## config.mk

```make
export PLATFORM = sky130hd
export DESIGN_NAME = sppe_addr_mod
export DESIGN_NICKNAME = d
export VERILOG_FILES = /design/src/sppe_pkg.sv /design/src/sppe_addr_mod.sv
export SDC_FILE = /design/constraint.sdc
export NUM_CORES = 1
export LEC_CHECK = 0
export BUFFER_PORTS_ARGS = -buffer_cell sky130_fd_sc_hd__buf_2
export CAP_MARGIN = 20
export CELL_PAD_IN_SITES_DETAIL_PLACEMENT = 0
export CELL_PAD_IN_SITES_GLOBAL_PLACEMENT = 1
export CORE_MARGIN = 2
export CORE_UTILIZATION = 43
export DETAILED_ROUTE_END_ITERATION = 12
export PLACE_DENSITY = 0.75
export SETUP_SLACK_MARGIN = 0.4
export SYNTH_ARGS = -nofsm -noshare
export SYNTH_HDL_FRONTEND = slang
export SYNTH_SLANG_ARGS = --single-unit
```

## constraint.sdc

```tcl
create_clock -name i_clk -period 1.95 [get_ports i_clk]
set_input_delay 0.0975 -clock i_clk [delete_from_list [all_inputs] [get_ports i_clk]]
set_output_delay 0.0975 -clock i_clk [all_outputs]
set_load 0.01 [all_outputs]
```

## src/sppe_pkg.sv

```systemverilog
// ============================================================================
// sppe_pkg
// Shared types, request codes and constants of the stack push/pop engine.
// ============================================================================
package sppe_pkg;

    localparam int MEM_BYTES_DEF = 4096;
    localparam int NUM_REGS      = 16;
    localparam int RED_BITS      = 4;

    localparam logic [3:0]  SP_INDEX    = 4'd13;
    localparam logic [31:0] FRAME_BYTES = 32'd44;
    localparam logic [15:0] FRAME_MASK  = 16'hD00F;
    localparam logic [15:0] WORD_MASK   = 16'h0001;
    localparam logic [4:0]  LAST_SLOT   = 5'd20;

    localparam logic [3:0] REQ_PUSH   = 4'd0;
    localparam logic [3:0] REQ_POP    = 4'd1;
    localparam logic [3:0] REQ_ENTRY  = 4'd2;
    localparam logic [3:0] REQ_RETURN = 4'd3;
    localparam logic [3:0] REQ_WREG   = 4'd4;
    localparam logic [3:0] REQ_RREG   = 4'd5;
    localparam logic [3:0] REQ_WFLAGS = 4'd6;
    localparam logic [3:0] REQ_RMEM   = 4'd7;
    localparam logic [3:0] REQ_WMEM   = 4'd8;

    typedef struct packed {
        logic        we;
        logic [3:0]  waddr;
        logic [31:0] wdata;
        logic [3:0]  raddr;
    } t_rf_req;

endpackage

```

## src/sppe_addr_mod.sv

```systemverilog
// ============================================================================
// sppe_addr_mod
// Reduces a 32-bit byte address modulo the memory size, a few bits a cycle,
// by shift, compare and subtract.
// ============================================================================
module sppe_addr_mod
    import sppe_pkg::*;
#(
    parameter int MEM_BYTES = MEM_BYTES_DEF
) (
    input  logic                         i_clk,
    input  logic                         i_rst_n,
    input  logic                         i_start,
    input  logic [31:0]                  i_value,
    output logic                         o_done,
    output logic [$clog2(MEM_BYTES)-1:0] o_rem
);

    localparam int AW    = $clog2(MEM_BYTES);
    localparam int STEPS = 32 / RED_BITS;
    localparam int CW    = $clog2(STEPS);
    localparam logic [AW:0]   MOD      = (AW+1)'(MEM_BYTES);
    localparam logic [CW-1:0] CNT_LAST = CW'(STEPS - 1);

    logic [31:0]   r_val;
    logic [AW-1:0] r_rem;
    logic [CW-1:0] r_cnt;
    logic          r_busy;
    logic          r_done;
    logic [AW-1:0] n_rem;

    always_comb begin
        logic [AW:0] w;
        n_rem = r_rem;
        for (int b = 0; b < RED_BITS; b++) begin
            w = {n_rem, r_val[31-b]};
            if (w >= MOD) begin
                w = w - MOD;
            end
            n_rem = w[AW-1:0];
        end
    end

    always_ff @(posedge i_clk) begin
        if (i_start) begin
            r_val <= i_value;
            r_rem <= '0;
        end else if (r_busy) begin
            r_val <= r_val << RED_BITS;
            r_rem <= n_rem;
        end
    end

    always_ff @(posedge i_clk) begin
        if (!i_rst_n) begin
            r_busy <= 1'b0;
            r_done <= 1'b0;
            r_cnt  <= '0;
        end else begin
            r_done <= 1'b0;
            if (i_start) begin
                r_busy <= 1'b1;
                r_cnt  <= '0;
            end else if (r_busy) begin
                r_cnt <= r_cnt + 1'b1;
                if (r_cnt == CNT_LAST) begin
                    r_busy <= 1'b0;
                    r_done <= 1'b1;
                end
            end
        end
    end

    assign o_done = r_done;
    assign o_rem  = r_rem;

endmodule

```

==> After elaboration in Yosys (flattened, before gate mapping) <==
Index checks and enable logic that the tools add are counted.
{ "totals": {"regBits": 49} }
{ "classes": {"mux": 10, "n_reduce_logical": 3, "n_lt_le_gt_ge": 4, "addsub": 5, "eq_ne": 1, "n_bitwise": 2} }
{ "op_table": {"columns": ["op", "count"], "rows": [
  ["$mux 32", 2],
  ["$ge 13x13->1 const B", 4],
  ["$mux 12", 4],
  ["$sub 12x1->12 const B", 4],
  ["$mux 1", 4],
  ["$add 3x1->3 const B", 1],
  ["$eq 3x3->1 const B", 1],
  ["$reduce_or 3->1", 1],
  ["$not 1->1", 2],
  ["$reduce_bool 2->1", 1],
  ["$reduce_or 2->1", 1]
]} }

==> Longest topological paths before layout <==
{ "depth": {"ltp_word": 8, "ltp_mapped": 4, "mapped_depth_nobuf": 4} }

==> Worst setup path before layout <==
OpenSTA, ideal clock, no wires.
{ "synth_path": {"path_kind": "register to register", "start": "register r_busy", "end": "register r_val[0], enable pin", "stages_incl_launch_ff": 4, "synth_period_minus_slack_ps": 1448, "setup_slack_ps": 502, "required_ps": 1575, "setup_ps": 375, "t_arrival_ps": 1073, "path_buffers": 2, "path_cell_list": "dfxtp_1 buf_6 buf_6 or2_2"} }
{ "synth_between": {"elab_chain_cells": 1} }
{ "synth_lines": {"columns": ["element", "line_no", "source"], "rows": [
  ["from (decl)", "sppe_addr_mod.sv:28", "logic r_busy;"],
  ["from (signal assigned)", "sppe_addr_mod.sv:56", "r_busy <= 1'b0;"],
  ["from (signal assigned)", "sppe_addr_mod.sv:62", "r_busy <= 1'b1;"],
  ["from (signal assigned)", "sppe_addr_mod.sv:67", "r_busy <= 1'b0;"],
  ["$reduce_bool 2->1 (no source line)", null, null],
  ["to (signal assigned)", "sppe_addr_mod.sv:46", "r_val <= i_value;"],
  ["to (signal assigned)", "sppe_addr_mod.sv:49", "r_val <= r_val << RED_BITS;"],
  ["to (decl)", "sppe_addr_mod.sv:25", "logic [31:0] r_val;"]
]} }
Every way passes these cells.
A chain may end at the register's enable or synchronous reset.

==> Final worst setup path <==
{ "layout_path": {"start": "register r_busy", "end": "register r_val[6], enable pin"} }
Same word-level chain as after synthesis.

==> out/metrics.csv <==
stage;metric;value;unit
power;Leak;1.02;nW
placement;I/O Buffers;47;
drt;average via count per standard cell;4.79;
sta;setup TNS;0;ns
sta;period utilization;62.0;%
cts;TritonCTS clock tree;done;
worst_setup_path;Critical Path Start Type;register;
worst_setup_path;Max stage delay on crit path;0.44;ns
cts;Reg clk slew, reported paths;0.08;ns
drt;DR iter-0 viols;46;
synth;Synth Cell Area;0.00207;mm^2
cts;hold bufs inserted after CTS;0;
worst_setup_path;critical path class;register to register;
synth;ranking of synthesized cells by area;edfxtp_1, dfxtp_1, mux2_2, mux2_4, mux2i_1;
grt;number of global-route vias before repair;1158;
sta;Least-Margin Pin Slew;0.341;ns
power;Seq pwr share;61.8;%
cts;Clock Latency Late Sink;0.29;ns
grt;gr ovfl total;0;
layout;layout cell share with drive strength beyond 1;48.3;%
layout;most frequent cells in the layout;buf_2, edfxtp_1, mux2_2, dfxtp_1, nor2_1;
power;switching power;0.412;mW
power;IR drop worst, VDD;0.000475;V
cts;H-tree depth;2;
layout;Final #Nets;214;
placement;placer congestion estimate;0.741;
cts;clk buf depth;2;
grt;global route hottest layer;met2;
grt;global-route wire length before repair;5090;um
cts;root buf cell;clkbuf_8;
layout;Multi-input gate area;646;um^2
synth;mean post-synth cell area;15.5;um^2
drt;DR vias;1112;
drt;drt total wl;3100;um
worst_setup_path;Worst setup EP type;register;
drt;DRT Pass-1 Iters;4;
worst_setup_path;slowest CP cell;or2_2;
job;# Max-Cap Violations;0;
drt;antenna viol nets, final;0;
layout;Layout fillers;432;
worst_setup_path;critical-path cell list;or2_2 > buf_12;
synth;Synth cell types;17;
sta;Achievable Freq;0.827;GHz
sta;clk_skew;0.00748;ns
sta;Final WS setup;0.741;ns
sta;slew margin rel.;77.2;%
placement;dpl hpwl;2280;um
sta;minimum clock period;1.21;ns
grt;initial antenna violation count;0;
worst_setup_path;Critical Path RT;2.01;ns
grt;largest net degree at the start of global routing;21;
sta;fin. max-slew vios;0;
floorplan;# rows;25;
cts;clock sinks;49;
run_status;status;finished clean;
power;clock power share;27.6;%
drt;DRC Markers;0;
floorplan;Core Footprint;0.00469;mm^2
worst_setup_path;arrival time worst endpoint;1.27;ns
drt;wire per inst;13.4;um
synth;syn nets;171;
layout;commonest non-fill, non-tap cell in the layout;buf_2;
synth;Synth top area share;46.3;%
floorplan;Die H;73.4;um
sta;# setup viols final;0;
placement;DP Worst Slack;0.608;ns
synth;Syn Inst Count;134;
grt;met3 usage;5.35;%
hold_path;worst min-delay path class;input port to register;
synth;Synth area leader;edfxtp_1;
cts;CTS Buf Count;5;
power;P_int;1.58;mW
layout;diode count;0;
worst_setup_path;CP max FO;20;
cts;Setup Buffers After CTS;0;
grt;met2 Track Usage GR;21.4;%
sta;endpoints failing hold;0;
floorplan;starting density of the core;44.2;%
cts;Post-CTS Resized;0;
sta;RSZ-0062 raised after global routing;no;
floorplan;full die area;0.00539;mm^2
power;Sw Ratio;20.7;%
synth;register area share after synthesis;62.8;%
power;PwrDens;839;mW/mm^2
synth;Yosys reg bits;49;
synth;Yosys warning count;0;
layout;register area;0.00130;mm^2
floorplan;# IOs;48;
layout;synthesis-to-finish area growth;14.5;%
grt;met1 usage;14.3;%
power;combinational power share;10.6;%
floorplan;Die X;73.4;um
grt;GRT Total Usage;12.7;%
[power groups by stage]
stage | sequential, mW | combinational (mW) | clock, mW
after floorplan | 1.24 | 0.165 | 0
after global placement | 1.25 | 0.207 | 0
after detailed placement | 1.25 | 0.215 | 0
after CTS | 1.23 | 0.215 | 0.580
after global routing | 1.24 | 0.232 | 0.619
final | 1.23 | 0.212 | 0.550
[sequential cells by signal, summed over array words and instances, names as in the netlist]
| register | count |
|---|---|
| o_done | 1 |
| r_val | 32 |
| r_cnt | 3 |
| o_rem | 12 |
| r_busy | 1 |
[cell usage after synthesis]
cell and number:
ha_1 2, and2_1 4, nand2b_1 1, buf_2 2
dfxtp_1 17, or2_2 1, edfxtp_1 32, buf_4 8
nand2_1 1, nor2b_1 1, o21a_1 1, xnor2_1 1
mux2_4 11, buf_6 5, mux2_2 17, nor2_1 16
mux2i_1 14
[worst max-delay path, delay by kind of cell, from the launching register on]
family / cells / cell delay (ns)
AND/OR/NAND/NOR: 1 / 0.44
flip-flops: 1 / 0.31
buffers and inverters: 1 / 0.22
[layout make-up]
type / instances / share of cell area, %
clock buffers: 7 / 3.22
flip-flops and latches: 49 / 54.8
multi-input cells: 70 / 27.2
repair buffers: 51 / 11.7
clock inverters: 1 / 0.211
well taps: 54 / 2.85
[routing by layer]
metal,vias up,wire length [um]
li1,550,-
met2,38,1500
met4,0,35
met3,5,233
met1,519,1330
met5,-,0
[worst paths after layout]
| path | startpoint | endpoint | slack (ns) | cells after the start |
|---|---|---|---|---|
| worst max register to register | r_busy | r_val[6] | 0.74 | 2 |
| worst min-delay path | i_rst_n | r_busy | 0.05 | 2 |
| worst max-delay path | r_busy | r_val[6] | 0.74 | 2 |
| worst min register to register | r_val[28] | o_rem[0] | 0.49 | 2 |
[kinds of logic after synthesis]
logic type | synth area share (%)
mux | 24.0
compound gates | 0.362
simple gates | 5.19
buf+inv | 6.10
flops | 62.8
xor+xnor | 0.423
fa+ha+maj | 1.21
[through the flow]
step           hold slack, ns  instances  cell area, um^2  power (mW)  util [%]
5_1_grt                0.0499        232             2370        2.09      50.6
3_3_place_gp            0.341        224             2290        1.46      48.9
4_1_cts                0.0405        232             2370        2.03      50.6
3_5_place_dp            0.347        224             2290        1.47      48.9
6_report               0.0480        232             2370        1.99      50.6
2_1_floorplan           0.215        134             2070        1.41         -
(Power assumes the default switching activity.)
