===== config.mk =====
export PLATFORM = sky130hd
export DESIGN_NAME = sppe_regfile
export DESIGN_NICKNAME = d
export VERILOG_FILES = /design/src/sppe_pkg.sv /design/src/sppe_regfile.sv
export SDC_FILE = /design/constraint.sdc
export NUM_CORES = 1
export LEC_CHECK = 0
export CORE_MARGIN = 10
export CORE_UTILIZATION = 35
export DETAILED_ROUTE_END_ITERATION = 8
export DONT_BUFFER_PORTS = 1
export GPL_ROUTABILITY_DRIVEN = 0
export PLACE_DENSITY = 0.51
export RECOVER_POWER = 50
export SLEW_MARGIN = 20
export SYNTH_ARGS = -nofsm -noshare
export SYNTH_HDL_FRONTEND = slang
export SYNTH_SLANG_ARGS = --single-unit

===== constraint.sdc =====
create_clock -name i_clk -period 10.39 [get_ports i_clk]
set_input_delay 2.078 -clock i_clk [delete_from_list [all_inputs] [get_ports i_clk]]
set_output_delay 2.078 -clock i_clk [all_outputs]
set_load 0.02 [all_outputs]

===== src/sppe_pkg.sv =====
// ============================================================================
// sppe_pkg
// Shared types, request codes and constants of the stack push/pop engine.
// ============================================================================
package sppe_pkg;

    localparam int MEM_BYTES_DEF = 4096;
    localparam int NUM_REGS      = 16;
    localparam int RED_BITS      = 4;

    localparam logic [3:0]  SP_INDEX    = 4'd13;
    localparam logic [31:0] FRAME_BYTES = 32'd44;
    localparam logic [15:0] FRAME_MASK  = 16'hD00F;
    localparam logic [15:0] WORD_MASK   = 16'h0001;
    localparam logic [4:0]  LAST_SLOT   = 5'd20;

    localparam logic [3:0] REQ_PUSH   = 4'd0;
    localparam logic [3:0] REQ_POP    = 4'd1;
    localparam logic [3:0] REQ_ENTRY  = 4'd2;
    localparam logic [3:0] REQ_RETURN = 4'd3;
    localparam logic [3:0] REQ_WREG   = 4'd4;
    localparam logic [3:0] REQ_RREG   = 4'd5;
    localparam logic [3:0] REQ_WFLAGS = 4'd6;
    localparam logic [3:0] REQ_RMEM   = 4'd7;
    localparam logic [3:0] REQ_WMEM   = 4'd8;

    typedef struct packed {
        logic        we;
        logic [3:0]  waddr;
        logic [31:0] wdata;
        logic [3:0]  raddr;
    } t_rf_req;

endpackage


===== src/sppe_regfile.sv =====
// ============================================================================
// sppe_regfile
// Sixteen 32-bit registers in a synchronous memory with one write port and a
// registered read port. Entries not yet written read as zero.
// ============================================================================
module sppe_regfile
    import sppe_pkg::*;
(
    input  logic        i_clk,
    input  logic        i_rst_n,
    input  t_rf_req     i_req,
    output logic [31:0] o_rdata
);

    logic [31:0]         r_mem [NUM_REGS];
    logic [NUM_REGS-1:0] r_valid;
    logic [31:0]         r_rdata;
    logic                r_rd_valid;

    always_ff @(posedge i_clk) begin
        if (i_req.we) begin
            r_mem[i_req.waddr] <= i_req.wdata;
        end
        r_rdata <= r_mem[i_req.raddr];
    end

    always_ff @(posedge i_clk) begin
        if (!i_rst_n) begin
            r_valid    <= '0;
            r_rd_valid <= 1'b0;
        end else begin
            r_rd_valid <= r_valid[i_req.raddr];
            if (i_req.we) begin
                r_valid[i_req.waddr] <= 1'b1;
            end
        end
    end

    assign o_rdata = r_rd_valid ? r_rdata : 32'd0;

endmodule


# Word level (Yosys, flattened, before mapping)
# Memories as Yosys holds them, arrays and structs flattened. A register that Yosys moved wholly into a read port is not among the register bits.
# Cells that the tools add are included.
[op_classes] n_lt_le_gt_ge=3 muxes=7 n_bitwise=1 reduce_logical=1
[ops] operator="32-bit 2-to-1 mux" count=1
[ops] operator="16-bit bitwise OR" count=1
[ops] operator="4-bit by 5-bit less-than comparator with 1-bit output, second input constant" count=2
[ops] operator="1-bit binary-select mux with 4-bit select" count=1
[ops] operator="1-bit demux with 4-bit select" count=1
[ops] operator="4-bit by 1-bit greater-or-equal comparator with 1-bit output, second input constant" count=1
[ops] operator="1-bit 2-to-1 mux" count=4
[ops] operator="1-bit logical AND" count=1
[word_totals] register_bits=17 ram_bits=512 input_bits=43 output_inout_bits=32 wordCells=15 memories=1
[mem_list] name="r_mem" depth=16 word_bits=32 rd=1 rd_ports_with_merged_regs=1 write_ports=1 line="sppe_regfile.sv:15" rtl="logic [31:0] r_mem [NUM_REGS];"

# Longest topological paths before layout
# Gate-level depths: netlist of run 1.
[depth] depth_word=5 mapped_depth=7 depth_no_buf=4

# Least setup slack after synthesis of run 1
# Ideal clock, no wire load.
[synth_path] path_type="in2reg" startpoint="input port i_req[38] in the netlist's numbering" endpoint="memory r_mem[0][0], enable pin" arrival_time_ns=4.847 slack_ns=5.079 stages=2 cell_sequence="or3b_2 nor3_1"
[synth_lines] item="from (decl)" line="sppe_regfile.sv:11" rtl="input t_rf_req i_req,"
[synth_lines] item="to (decl)" line="sppe_regfile.sv:15"
# Straight into the memory's write port.

==> results_dict.tcl, run 1 <==
set metrics [dict create \
    seq_area_frac_synth_pct 79.0 \
    num_rows 89 \
    fin_skew_ns 0.0283 \
    synth-seq-cells 561 \
    critPathKind "input port to register" \
    num_vias 9264 \
    synth_enable_flop_cells 512 \
    ys.flop_type "edfxtp_1" \
    finish.instance_area_sq_um 23400 \
    required_ns 10.91 \
    fin_ws_ns 6.11 \
    p_per_area_nw_per_um2 198 \
    synth_most_common_cell "edfxtp_1" \
    ys_warn_count 0 \
    drive_gt1_share_pct 25.1 \
    grt_pass1_wl_microns 69600 \
    switching_power_w 0.000931 \
    max_freq_mhz 234 \
    path_clk_slew_ns 0.06 \
    final_max_slew_viol_count 49 \
    die_h_microns 263 \
    grtUsageTotal_pct 13.4 \
    die_area_sq_um 69300 \
    maxCapViolCount 2 \
    cts_made_buffers 56 \
    clockBufferDepth 3 \
    yosys.area.top_type "edfxtp_1" \
    clkSinkCount 561 \
    drtIter0Drc 711 \
    vdd_ir_drop_max_v 0.000134 \
    power.internal_w 0.00372 \
    viasPerCell 5.22 \
    crit_chain "nor2b_1 > clkbuf_1 > a22oi_1 > nand2_1" \
    grt-ovfl-total 0 \
    synth_nets 970 \
    postCtsResizedCells 0 \
    clkPwrFrac_pct 42.2 \
    crit_fanout 32 \
    netlist_area_sq_um 20700 \
    start_util_pct 35.2 \
    finalSetupTns_ns 0 \
    syn_to_final_growth_pct 13.3 \
    async_reset_ff_share_pct 0 \
    synth_cell_types 21 \
    max_stage_delay_ns 1.76 \
    p_sw_share_pct 20.0 \
    synth_top_area_share_pct 74.3 \
    hold_buffers 0 \
    cts_tree "built" \
    path_buf_inv 1 \
    combinationalPowerShare_pct 3.2 \
    seqPwrFrac_pct 54.6 \
    slew_headroom_pct -65.7 \
    numPortBuffers 0 \
    fin_crit_sh_pct 41.2 \
    grt_pass1_vias 9831 \
    hp-class "register to register" \
    syn_inst 927 \
    cp-end-kind "register" \
    fin_nets 998 \
    power.leakage_nw 7.33 \
    cts_setup_buffers 0 \
    route.detailed.wl_per_inst_microns 26.4 \
    synth_area_leaders "edfxtp_1, mux4_2, dfxtp_1" \
    io_pins 75 \
    synth_common_cells "edfxtp_1, mux4_2, a22oi_1, dfxtp_1, nand2_1" \
    rsz0062_at_grt "false" \
    syn_area_per_cell_sq_um 22.3 \
    clock_latency_ns 0.61 \
    dp_slack_ns 6.36 \
    status "complete, but fails checks" \
    cp_data_arrival_time_ns 4.80 \
    crit_family "buffers and inverters" \
    drc 0 \
    cts-root-buf "clkbuf_16" \
    dpl.hpwl_microns 25100 \
    violations "max-capacitance violations, max-slew violations" \
    power_w 0.00465 \
    setup_viol 0 \
    antenna_found_initial 2 \
    period_minus_slack_ns 4.28 \
    tightestPinTransition_ns 2.49 \
    h-tree-depth 2 \
    finalHoldViolCount 0 \
    placed_area_sq_um 21700 \
    fp.dieW_microns 263 \
    drt_wl_total_microns 46900 \
    postRouteAntennaNets 0 \
    grt_max_degree 135 \
    dr.pass1.iters 5 \
    crit_slowest_cell "clkbuf_1" \
    start_kind "input port" \
    placeableCoreArea_sq_um 58800 \
]
through the flow:
stage	cells	util, %	hold slack [ns]
finish	1776	39.9	0.462
global placement	1670	36.9	0.441
global route	1775	39.9	0.484
CTS	1775	39.9	0.467
floorplan	927	-	0.435
detailed placement	1670	36.9	0.453
registers in the layout, summed over array words and instances (netlist names):
signal,cells
r_mem,512
r_rd_valid,1
r_rdata,32
r_valid,16
power by group through the flow:
stage	Sequential, W	Clock [W]	Combinational [W]
after floorplan	0.00258	0	0.000136
after global routing	0.00254	0.00210	0.000161
after detailed placement	0.00258	0	0.000153
after CTS	0.00254	0.00202	0.000154
after global placement	0.00258	0	0.000153
final	0.00254	0.00196	0.000150
cell families (layout without fill, tap and decap cells):
kind of cell	Yosys count	in the layout	share of synthesized area (%)
simple gates	98	98	2.35
buf+inv	51	126	1.28
other cells	0	1	0
mux	134	134	14.3
compound gates	83	83	3.00
flops	561	561	79.0
routing by layer:
metal	vias to the layer above	GRT usage [%]	part of all wire [%]
met5	-	0	0
met4	0	3.46	2.0
met3	67	4.30	7.4
met2	218	20.5	46
met1	5048	18.3	45
li1	3931	-	-
final cells by class:
| cell class | instances | area [sq um] |
|---|---|---|
| tap | 773 | 967 |
| sequential | 561 | 16400 |
| timing repair buffer | 21 | 154 |
| clock inverter | 24 | 188 |
| clock buffer | 81 | 1610 |
| fill | 5221 | 35400 |
| multi-input combinational | 315 | 4170 |
| antenna | 1 | 2.50 |
cell usage in the layout, fill, tap and decap left out, types with 5 or more instances in the layout:
cell type and n:
edfxtp_1 512, mux4_2 130, a22oi_1 64, clkbuf_16 56, dfxtp_1 48, nand2_1 36, and2_1 32, buf_4 20
o21a_1 16, clkbuf_1 15, clkinv_2 12, clkbuf_8 11, nor2_4 9, clkinv_1 5
final timing paths:
path | start | endpoint | slack [ns] | cells past startpoint
worst max-delay path | i_req[3] | r_rdata[3] | 6.11 | 4
worst min-delay path | r_valid[12] | r_valid[12] | 0.46 | 1
worst max register to register | r_mem[6][21] | r_rdata[21] | 8.86 | 3
worst min register to register | r_valid[12] | r_valid[12] | 0.46 | 1
Power figures use the tool's default switching activity.
==> inputs of run 2 (changes only) <==
- ABC_AREA: unset -> 1
- clock period: 10.39 -> 4.4 ns (I/O delays scaled with it)
==> results_dict.tcl, run 2 <==
set metrics [dict create \
    r2r_cells 6 \
    yosys.area_share.simple_pct 8.55 \
    clockBufferDepth 3 \
    r2r-start "r_mem[13][16]" \
    route.detailed.wl_per_inst_microns 21.3 \
    synth_enable_flop_cells 512 \
    drive_gt1_share_pct 6.48 \
    ys_warn_count 0 \
    timing.rr.end "r_rdata[16]" \
    synth_cell_types 20 \
    p_sw_share_pct 20.8 \
    top_regs "r_mem (512), r_rdata (32), r_valid (16)" \
    crit_fanout 32 \
    cts_tree "built" \
    clkSinkCount 561 \
    ys.flop_type "edfxtp_1" \
    r2r_slack_ns 3.25 \
    multiInputGateArea_sq_um 4510 \
    status "complete, but fails checks" \
    cp_data_arrival_time_ns 2.05 \
    io_pins 75 \
    hold_buffers 0 \
    seq_area_frac_synth_pct 74.8 \
    seqCellArea_sq_um 16400 \
    synth-seq-cells 561 \
    crit_slowest_cell "dfxtp_2" \
    maxCapViolCount 3 \
    antenna_found_initial 0 \
    synth_top_area_share_pct 70.3 \
    dr.pass1.iters 7 \
    start_util_pct 35.4 \
    min_from "i_req[31]" \
    h-tree-depth 2 \
    placeableCoreArea_sq_um 61800 \
    fin_crit_sh_pct 66.6 \
    postCtsResizedCells 0 \
    dp.cells 2461 \
    num_rows 91 \
    synth_compound_area_share_pct 11.8 \
    grt_pass1_wl_microns 82700 \
    die_h_microns 270 \
    slew_headroom_pct -17.2 \
    finalSetupTns_ns 0 \
    grt_pass1_vias 12600 \
    synth_nets 1756 \
    switching_power_w 0.00229 \
    synth_area_leaders "edfxtp_1, nor2_1, o21ai_0" \
    hold_depth 0 \
    cts_made_buffers 57 \
    vdd_ir_drop_max_v 0.000307 \
    period_minus_slack_ns 2.93 \
    p_per_area_nw_per_um2 451 \
    tightestPinTransition_ns 1.75 \
    hp-class "input port to register" \
    clkPwrFrac_pct 41.8 \
    critPathKind "register to output port" \
    top_register "r_mem" \
    postRouteAntennaNets 0 \
    fin_cells 2566 \
    power.leakage_nw 8.20 \
    netlist_area_sq_um 21900 \
    violations "max-capacitance violations, max-slew violations" \
    drt_wl_total_microns 54600 \
    yosys.area.top_type "edfxtp_1" \
    viasPerCell 5.07 \
    finalHoldViolCount 0 \
    fp.dieW_microns 270 \
    synth_most_common_cell "edfxtp_1" \
    start_kind "register" \
    grtUsageTotal_pct 14.7 \
    muxShareOfSynthArea_pct 0 \
    grt-ovfl-total 0 \
    combinationalPowerShare_pct 3.9 \
    clock_latency_ns 0.61 \
    hold_end "r_mem[9][27]" \
    max_stage_delay_ns 0.97 \
    grt_max_degree 328 \
    syn_inst 1713 \
    max_freq_mhz 341 \
    synth_top_family_by_area "compound AO/OA/AOI/OAI gates" \
    n_antenna_cell 0 \
    synth_common_cells "edfxtp_1, nor2_1, o21ai_0, o211ai_1, inv_1" \
    setup_viol 0 \
    num_vias 13000 \
    die_area_sq_um 72900 \
    cp-end-kind "output port" \
    path_clk_slew_ns 0.06 \
    layout_commonest_cell "edfxtp_1" \
    drtIter0Drc 1041 \
    async_reset_ff_share_pct 0 \
    required_ns 3.52 \
    fin_skew_ns 0.0118 \
    final_max_slew_viol_count 45 \
    synth_adder_area_share_pct 0 \
    syn_to_final_growth_pct 12.0 \
    syn_area_per_cell_sq_um 12.8 \
    largest_register_ffs 512 \
    drc 0 \
    cts-root-buf "clkbuf_16" \
    fin_nets 1726 \
    dpl.hpwl_microns 29000 \
    power.internal_w 0.00874 \
    seqPwrFrac_pct 54.3 \
    crit_chain "nand2_1 > inv_1" \
    fillCellCount 5747 \
    cts_setup_buffers 0 \
    final_cell_mix "edfxtp_1, nor2_1, o21ai_0, o211ai_1, inv_1" \
    numPortBuffers 0 \
    synth-xor-area-share_pct 0 \
    rsz0062_at_grt "false" \
]
## run 2: changes by cell type after synthesis, moves of 63 or more
cell / previous run / this run
a22oi_1: 64 / 0
nor2_1: 13 / 306
mux4_2: 130 / 0
nand3_1: 3 / 76
o211ai_1: 2 / 128
inv_1: 0 / 116
o21ai_0: 0 / 204
a21oi_1: 0 / 63
## run 2: worst max path at each step
stage | depth (start not counted) | to | start | slack [ns]
after CTS | 2 | o_rdata[12] | r_rd_valid | 1.33
after detailed placement | 5 | r_mem[12][19] | i_req[40] | 1.49
final | 2 | o_rdata[12] | r_rd_valid | 1.47
after global routing | 2 | o_rdata[12] | r_rd_valid | 1.29
after global placement | 4 | r_mem[14][22] | i_req[40] | 1.43
after floorplan | 4 | r_mem[10][0] | i_req[40] | 1.34
## run 2: power groups by stage
stage	logic (W)	registers, W	clock network, W
global route	0.000480	0.00600	0.00492
detailed placement	0.000438	0.00611	0
finish	0.000425	0.00599	0.00461
CTS	0.000440	0.00600	0.00472
floorplan	0.000390	0.00609	0
global placement	0.000425	0.00611	0
## run 2: cell type report
class                      count  area share, %
clock buffer                  89           6.65
multi-input combinational    922           18.4
clock inverter                16          0.547
inverter                     118           1.83
timing repair buffer          23           1.51
sequential                   561           66.8
tap                          837           4.28
## run 2: critical path: cells and delay by family (launching register included)
kind          cells  cell delay (ns)
simple gates      1             0.21
buf+inv           1             0.23
flops             1             0.97
## run 2: logic make-up (layout without fill, tap and decap cells)
kind of cell | after synthesis | in the layout
flip-flops | 561 | 561
AND/OR/NAND/NOR | 472 | 472
AO/OA/AOI/OAI | 450 | 450
buffers and inverters | 230 | 246
## run 2: layer usage
metal,vias up,wire (microns),track usage [%]
met5,-,0,0
li1,6097,-,-
met3,67,3000,2.67
met4,0,852,3.78
met2,303,25800,23.5
met1,6542,25000,20.3
## run 2: metrics by stage
step / hold slack [ns] / setup WS, ns / utilization (%) / total power (W) / area (sq um)
detailed placement: 0.458 / 1.49 / 36.8 / 0.00655 / 22800
global route: 0.338 / 1.29 / 39.6 / 0.0114 / 24500
global placement: 0.450 / 1.43 / 36.4 / 0.00653 / 22500
CTS: 0.329 / 1.33 / 39.7 / 0.0112 / 24500
floorplan: 0.435 / 1.34 / - / 0.00648 / 21900
finish: 0.363 / 1.47 / 39.6 / 0.0110 / 24500
==> inputs of run 3 (changes only) <==
- PLACE_DENSITY: 0.51 -> 0.53
- clock period: 4.4 -> 2.45 ns (I/O delays scaled with it)
==> results_dict.tcl, run 3 (same netlist as run 2, synthesis figures left out) <==
set metrics [dict create \
    clockBufferDepth 3 \
    postRouteAntennaNets 0 \
    fin_skew_ns 0.0105 \
    vdd_ir_drop_max_v 0.000471 \
    h-tree-depth 2 \
    cp_data_arrival_time_ns 1.73 \
    num_vias 13000 \
    p_per_area_nw_per_um2 802 \
    die_area_sq_um 72900 \
    drive_gt1_share_pct 7.29 \
    die_h_microns 270 \
    drc 0 \
    dp_slack_ns 0.477 \
    cp-end-kind "output port" \
    grt-ovfl-total 0 \
    io_pins 75 \
    path_clk_slew_ns 0.06 \
    grtUsageTotal_pct 14.1 \
    antenna_found_initial 3 \
    layout_commonest_cell "edfxtp_1" \
    clkSinkCount 561 \
    top_regs "r_mem (512), r_rdata (32), r_valid (16)" \
    top_register "r_mem" \
    rsz0062_at_grt "false" \
    critPathKind "register to output port" \
    finish.instance_area_sq_um 24800 \
    fin_crit_sh_pct 90.8 \
    cts_tree "built" \
    tightestPinTransition_ns 1.39 \
    hp-class "input port to register" \
    cts-root-buf "clkbuf_16" \
    slew_headroom_pct 7.63 \
    max_freq_mhz 450 \
    power.leakage_nw 8.35 \
    cts_made_buffers 56 \
    status "finished clean" \
    maxCapViolCount 0 \
    setup_viol 0 \
    placeableCoreArea_sq_um 61800 \
    whs_ns 0.0487 \
    num_rows 91 \
    final_max_slew_viol_count 0 \
    period_minus_slack_ns 2.22 \
    clock_latency_ns 0.61 \
    grt_pass1_wl_microns 80200 \
    required_ns 1.96 \
    largest_register_ffs 512 \
    dpl.hpwl_microns 26100 \
    numPortBuffers 0 \
    syn_to_final_growth_pct 13.4 \
    start_kind "register" \
    finalHoldViolCount 0 \
    drtIter0Drc 1153 \
    fp.dieW_microns 270 \
    placed_area_sq_um 22900 \
    dr.pass1.iters 5 \
    fin_util_pct 40.1 \
    fin_nets 1767 \
    power_w 0.0199 \
    drt_wl_total_microns 52300 \
    grt_pass1_vias 12800 \
    start_util_pct 35.4 \
    grt_max_degree 328 \
    fin_ws_ns 0.226 \
    crit_fanout 16 \
    final_cell_mix "edfxtp_1, nor2_1, o21ai_0, o211ai_1, inv_1" \
    cts_setup_buffers 0 \
    viasPerCell 5.01 \
    route.detailed.wl_per_inst_microns 20.0 \
]
-- run 3: routing by layer --
| metal | track usage, % | vias to the layer above | wire (microns) |
|---|---|---|---|
| met1 | 19.3 | 6513 | 24200 |
| met4 | 4.33 | 4 | 1100 |
| met3 | 2.36 | 84 | 2510 |
| li1 | - | 6174 | - |
| met2 | 22.5 | 274 | 24400 |
| met5 | 0 | - | 27 |
-- run 3: area by class of cell --
type	count	area (sq um)
fill	5723	37000
sequential	561	16400
multi-input combinational	922	4550
clock buffer	70	1480
tap	837	1050
timing repair buffer	65	653
inverter	118	448
clock inverter	33	260
antenna	1	2.50
-- run 3: path summary, 6_finish.rpt --
kind	from	end	slack (ns)	cells past startpoint
worst max-delay path	r_rd_valid	o_rdata[24]	0.23	3
worst min-delay path	i_req[3]	r_rdata[8]	0.05	2
worst max register to register	r_mem[13][16]	r_rdata[16]	1.30	6
worst min register to register	r_valid[11]	r_valid[11]	0.46	2
-- run 3: report_power, final --
part / leakage, nW / total [W] / internal, W / switching (W)
registers: 5.03 / 0.0108 / 0.0107 / 0.0000761
logic: 2.46 / 0.000924 / 0.000294 / 0.000630
clock network: 0.859 / 0.00820 / 0.00467 / 0.00353
-- run 3: what timing repair did --
action | in CTS | in global routing
resized for setup | 1 | 0
setup endpoints to repair | 13 | 0
endpoints found under the hold margin | 514 | 0
hold buffers | 33 | 0
-- run 3: stage by stage --
stage,instances,setup TNS (ns)
floorplan,1713,-14.45
global placement,2470,0
detailed placement,2470,0
CTS,2606,0
global route,2606,0
finish,2607,0
-- run 3: critical path: stages, from the launching register on --
cell,delay [ns]
dfxtp_4,0.57
buf_4,0.30
nand2_1,0.09
inv_1,0.17
